`src/hdl/mmt_pkg.sv`:
```
// ============================================================================
// mmt_pkg
// Shared types and codes for the single-precision matrix product engine.
// ============================================================================
`default_nettype none

package mmt_pkg;

    // request codes
    localparam logic [1:0] REQ_WR_A = 2'd0;
    localparam logic [1:0] REQ_WR_B = 2'd1;
    localparam logic [1:0] REQ_READ = 2'd2;

    // layout codes (the unused code behaves as plain A times B)
    localparam logic [1:0] LAYOUT_AB  = 2'd0;
    localparam logic [1:0] LAYOUT_ATB = 2'd1;
    localparam logic [1:0] LAYOUT_ABT = 2'd2;

    // configuration register indexes
    localparam logic [1:0] REG_DIM_M  = 2'd0;
    localparam logic [1:0] REG_DIM_K  = 2'd1;
    localparam logic [1:0] REG_DIM_N  = 2'd2;
    localparam logic [1:0] REG_LAYOUT = 2'd3;

    localparam int DIM_W   = 7;    // dimension register width
    localparam int ADDR_XW = 14;   // widest element address of a 127x127 matrix
    localparam int EXP_W   = 12;   // signed working exponent
    localparam int SUM_W   = 50;   // adder / normalizer mantissa width

    localparam logic [31:0] CANON_NAN = 32'h7FC0_0000;

    typedef enum logic [3:0] {
        S_IDLE,
        S_CHECK,
        S_FETCH,
        S_MUL,
        S_MNORM,
        S_MRND,
        S_ADD,
        S_ANORM,
        S_ARND,
        S_DONE
    } state_t;

    // class of a floating-point operation result
    typedef enum logic [1:0] {
        FK_NUM,
        FK_ZERO,
        FK_INF,
        FK_NAN
    } fkind_t;

    // controller to datapath
    typedef struct packed {
        logic load;      // latch read request, clear accumulator
        logic rd;        // read one A/B pair, advance addresses
        logic mul;       // multiply stage
        logic norm;      // normalize stage
        logic norm_add;  // normalizer takes the adder (else the multiplier)
        logic prod_en;   // capture rounded product
        logic add;       // align and add stage
        logic acc_en;    // capture rounded sum
    } ctrl_cmd_t;

    // datapath to controller
    typedef struct packed {
        logic bad;         // row or column out of range
        logic terms_done;  // all K terms fetched
    } dp_stat_t;

endpackage

`default_nettype wire

```
`src/hdl/mmt_ctrl.sv`:
```
// ============================================================================
// mmt_ctrl
// Sequencer for the matrix product engine: walks each read through the
// fetch, multiply, normalize, round, add, normalize, round steps each term.
// ============================================================================
`default_nettype none

module mmt_ctrl
    import mmt_pkg::*;
(
    input  logic       clk,
    input  logic       rst_n,
    input  logic       start,
    input  logic [1:0] req_type,
    input  dp_stat_t   stat,
    output logic       busy,
    output logic       done,
    output ctrl_cmd_t  cmd
);

    state_t state_reg;
    state_t state_next;

    // state register
    always_ff @(posedge clk or negedge rst_n)
    begin
        if (!rst_n)
            state_reg <= S_IDLE;
        else
            state_reg <= state_next;
    end

    // next state
    always_comb
    begin
        state_next = state_reg;
        unique case (state_reg)
            S_IDLE:
            begin
                if (start && req_type == REQ_READ)
                    state_next = S_CHECK;
            end
            S_CHECK:
            begin
                if (stat.bad || stat.terms_done)
                    state_next = S_DONE;
                else
                    state_next = S_FETCH;
            end
            S_FETCH: state_next = S_MUL;
            S_MUL:   state_next = S_MNORM;
            S_MNORM: state_next = S_MRND;
            S_MRND:  state_next = S_ADD;
            S_ADD:   state_next = S_ANORM;
            S_ANORM: state_next = S_ARND;
            S_ARND:
            begin
                if (stat.terms_done)
                    state_next = S_DONE;
                else
                    state_next = S_FETCH;
            end
            S_DONE:  state_next = S_IDLE;
            default: state_next = S_IDLE;
        endcase
    end

    // outputs
    always_comb
    begin
        cmd          = '0;
        busy         = 1'b1;
        done         = 1'b0;
        unique case (state_reg)
            S_IDLE:
            begin
                busy     = 1'b0;
                cmd.load = start && req_type == REQ_READ;
            end
            S_FETCH: cmd.rd = 1'b1;
            S_MUL:   cmd.mul = 1'b1;
            S_MNORM: cmd.norm = 1'b1;
            S_MRND:  cmd.prod_en = 1'b1;
            S_ADD:   cmd.add = 1'b1;
            S_ANORM:
            begin
                cmd.norm     = 1'b1;
                cmd.norm_add = 1'b1;
            end
            S_ARND:  cmd.acc_en = 1'b1;
            S_DONE:  done = 1'b1;
            default: busy = 1'b1;
        endcase
    end

endmodule

`default_nettype wire

```
`config.mk`:
```
export PLATFORM = sky130hd
export DESIGN_NAME = mmt_ctrl
export DESIGN_NICKNAME = d
export VERILOG_FILES = /design/src/hdl/mmt_pkg.sv /design/src/hdl/mmt_ctrl.sv
export SDC_FILE = /design/constraint.sdc
export NUM_CORES = 1
export LEC_CHECK = 0
export BUFFER_PORTS_ARGS = -buffer_cell sky130_fd_sc_hd__buf_4
export CORE_AREA = 2 2 39 41
export CTS_BUF_LIST = sky130_fd_sc_hd__clkbuf_2 sky130_fd_sc_hd__clkbuf_4 sky130_fd_sc_hd__clkbuf_8
export DETAILED_ROUTE_END_ITERATION = 8
export DIE_AREA = 0 0 41 43
export PLACE_DENSITY = 0.56
export SLEW_MARGIN = 20
export SYNTH_ARGS = -nofsm -noshare
export SYNTH_HDL_FRONTEND = slang
export SYNTH_SLANG_ARGS = --single-unit
```
`constraint.sdc`:
```
create_clock -name clk -period 1.6 [get_ports clk]
set_input_delay 0.08 -clock clk [delete_from_list [all_inputs] [get_ports clk]]
set_output_delay 0.08 -clock clk [all_outputs]
set_load 0.02 [all_outputs]
```
Word-level counts from Yosys, hierarchy flattened
Cells that the tools add are included.
Storage, ports and cells
  input port bits: 7
  memories: 0
  output and inout port bits: 10
  RAM bits: 0
  word-level logic and storage cells: 30
  bits in registers: 4
  bits in read-only memories: 0
  latch bits: 0
Cells by class
  div/mod/pow operators: 0
  bitwise operators: 0
  reductions and logical operators: 4
  equal/unequal tests: 11
  order comparisons: 0
  multiplexer cells: 14
  add/sub/neg operators: 0
  shift-type cells: 0
  multipliers: 0
Operators by type and width (count)
  $pmux 4 s9: 1
  $eq 4x3->1 const B: 4
  $mux 4: 3
  $mux 1: 10
  $eq 4x2->1 const B: 2
  $eq 4x4->1 const B: 2
  $eq 4x1->1 const B: 1
  $logic_not 4->1: 1
  $eq 2x2->1 const B: 1
  $ne 2x2->1 const B: 1
  $reduce_or 2->1: 1
  $logic_and 1x1->1: 1
  $logic_or 1x1->1: 1

Depth between registers and ports, before layout
  depth after elaboration: 4
  depth in mapped cells: 4
  depth with buffers taken out: 3

Least setup slack after synthesis
No wires, ideal clock.
  path kind: reg-to-output
  start point: register state_reg[0]
  end point: output port cmd[7] (netlist bit)
  path slack: -81 ps
  data required time: 1520 ps
  data arrival time: 1601 ps
  buffers on the path: 1
  stages on the path, launching flop included: 5
  cells stage by stage: dfrtp_1 > buf_6 > or2_4 > or3_4 > nor3_1
RTL lines
  start, declared: RTL line mmt_ctrl.sv:21  | state_t state_reg;
  start signal, assigned: RTL line mmt_ctrl.sv:30  | state_reg <= state_next;
  end, declared: RTL line mmt_ctrl.sv:18  | output ctrl_cmd_t cmd

==> key figures <==
Synth
  • Synth Cell Area: 323 sq um
  • Seq cells post-synth: 4
  • Distinct cells, synth: 24
  • Post-synthesis sequential area ratio: 31.0%
  • Post-Synthesis Cells: 41
  • Synth Warn #: 0
  • Mapped Avg Cell Area: 7.87 sq um
  • Post-synth net total: 48

Clock tree
  • Root buffer cell: clkbuf_4
  • H-Tree Depth: 1
  • Clk slew on worst S/H paths: 0.04 ns
  • CTS tree: built
  • Max Buffers Root-to-Sink: 2
  • Sink Count: 4
  • Later-pin clock latency in the skew report: 0.23 ns
  • TritonCTS buffer count: 3

Run status
  • Failing checks: negative setup slack
  • Outcome: complete, but fails checks

Route
  • DRT iter0 DRCs: 14
  • Vias/cell: 5.12
  • Routed vias: 399
  • Final wirelength: 908 um
  • Pre-Repair DR Iteration Count: 4
  • ANT nets after route: 0
  • Routed WL per cell: 11.6 um
  • DRC: 0

Layout
  • Nets: 71
  • Leading cell type in the layout, fill and taps excluded: buf_4
  • Largest register FFs: 4
  • Final Non-Filler Cells: 78
  • # diodes: 0
  • Core Util, Final: 37.1%
  • Share of post-route cells with drive strength above 1: 45.2%
  • Synth-to-Final Area Change: 58.9%
  • Most frequent cells in the layout: buf_4, nor2_1

Timing
  • RSZ-0062 raised after global routing: true
  • Final Cycle Share: 101%
  • Setup TNS: -0.0236 ns
  • Worst clock skew: 0.00137 ns
  • Fmax: 0.616 GHz
  • Tmin final: 1.62 ns
  • Max-slew violations: 0
  • Setup WS post-layout: -0.0236 ns
  • Fin Hold WS: 0.184 ns
  • Final-report hold violation count: 0
  • Worst Tran Pin Value: 0.282 ns
  • Slew HR: 81.2%
  • Setup violations, final: 1

Power and ir drop
  • Pwr per Cell Area: 1770 mW/mm^2
  • Maximum vdd ir drop: 0.626 mV
  • Leakage: 0.247 nW
  • PnR Total Power: 0.000907 W

Critical path
  • R2r worst-path depth: 4
  • Crit path kind: reg -> out
  • Critical path required time: 1.52 ns
  • CP startpoint: state_reg[1]
  • Register-to-Register Setup Slack: 0.18 ns
  • Reg-to-reg critical path startpoint: state_reg[1]
  • Critical path startpoint category: flip-flop
  • Crit path max fanout: 4
  • Crit path arrival time: 1.54 ns
  • Reg-to-reg critical path endpoint: state_reg[0]
  • CP Capture Type: primary output

Floorplanning
  • Die H: 43 um
  • Initial Util: 23.3%
  • IO Pins: 17
  • Num rows: 14
  • Die width: 41 um
  • Core Box Area: 0.00138 sq mm
  • Die area: 0.00176 sq mm

Placed design
  • Cells after DPL: 73
  • RePlAce Congestion: 0.821
  • Buffers added on ports: 16
  • Final HPWL DP: 677 um

Global route
  • Largest net degree at the start of global routing: 11
  • All-Layer GR Usage: 12.3%
  • Total global routing overflow: 0
  • Initial antenna violation count: 0
  • First-pass GRT wire length: 1.40 mm
  • Via count of the first global-routing pass: 332

Job
  • Max-Cap Viols: 0

Min path
  • Worst hold path type: in -> async
[through the flow]
stage	worst slack (ns)	cell area (sq um)
after floorplan	0.0877	328
after global placement	0.169	472
after detailed placement	0.126	472
final	-0.0236	513
after CTS	-0.0308	513
after global routing	-0.0783	513
[area by class of cell]
cell class                      count  area, sq um
Clock buffer                        3         22.5
Fill cell                         146          871
Inverter                            1         3.75
Multi-Input combinational cell     33          205
Sequential cell                     4          101
Tap cell                           16         20.0
Timing Repair Buffer               21          160
[cell usage after synthesis]
| master | number | area share [%] |
|---|---|---|
| and3_1 | 1 | 1.9 |
| or2_4 | 1 | 2.7 |
| or3_4 | 1 | 3.5 |
| or2b_1 | 1 | 2.3 |
| a21o_1 | 1 | 2.3 |
| clkbuf_1 | 2 | 2.3 |
| nand2_1 | 3 | 3.5 |
| inv_1 | 1 | 1.2 |
| nand2b_1 | 2 | 3.9 |
| buf_6 | 1 | 3.5 |
| dfrtp_1 | 4 | 31 |
| xor2_1 | 1 | 2.7 |
| o22ai_1 | 2 | 3.9 |
| nor3_1 | 4 | 6.2 |
| a31oi_1 | 1 | 1.9 |
| nor3b_1 | 1 | 2.3 |
| o21ai_0 | 1 | 1.5 |
| nor4_1 | 1 | 1.9 |
| nor4b_1 | 1 | 2.7 |
| or3b_2 | 1 | 2.7 |
| a21oi_1 | 2 | 3.1 |
| o21bai_1 | 1 | 2.3 |
| o221a_1 | 1 | 3.5 |
| nor2_1 | 6 | 7.0 |
[cells by family (layout without fill, tap and decap cells)]
logic type / count (synthesis) / in the layout / synth area share (%)
flops: 4 / 4 / 31.0
simple gates: 23 / 23 / 40.7
compound gates: 9 / 9 / 18.6
xor+xnor: 1 / 1 / 2.71
buf+inv: 4 / 25 / 6.98
[report_power, final]
part,total [W],leakage [nW],switching [W],internal [W]
Clock,0.000123,0.0138,0.0000396,0.0000838
Sequential,0.000193,0.0498,0.0000471,0.000146
Combinational,0.000591,0.183,0.000303,0.000288
[layer usage]
metal | part of all wire (%) | wire, um | track usage, %
met1 | 44 | 395 | 15.1
met2 | 44 | 401 | 16.9
met3 | 11 | 96 | 6.81
met4 | 1.5 | 14 | 6.00
met5 | 0 | 0 | 0
[how the worst max path moves through the flow]
| stage | to | slack, ns | cells past startpoint |
|---|---|---|---|
| final | cmd[7] | -0.02 | 4 |
| after global routing | cmd[7] | -0.08 | 4 |
| after CTS | cmd[7] | -0.03 | 4 |
| after detailed placement | state_reg[0] | 0.13 | 3 |
| after global placement | cmd[7] | 0.17 | 4 |
| after floorplan | cmd[7] | 0.09 | 4 |
[critical path, cell delays in order (launching register included)]
cell and delay [ns]:
dfrtp_2 0.40, or2_4 0.27, or3_4 0.34, nor3_2 0.15
buf_4 0.15
[timing repair]
item,4_1_cts,5_1_grt
hold endpoints to repair,4,0
hold buffers,1,0
cloned,0,0
setup buffers,1,0
endpoints found under the setup margin,1,1
resized for setup,1,0
(Power assumes the default switching activity.)
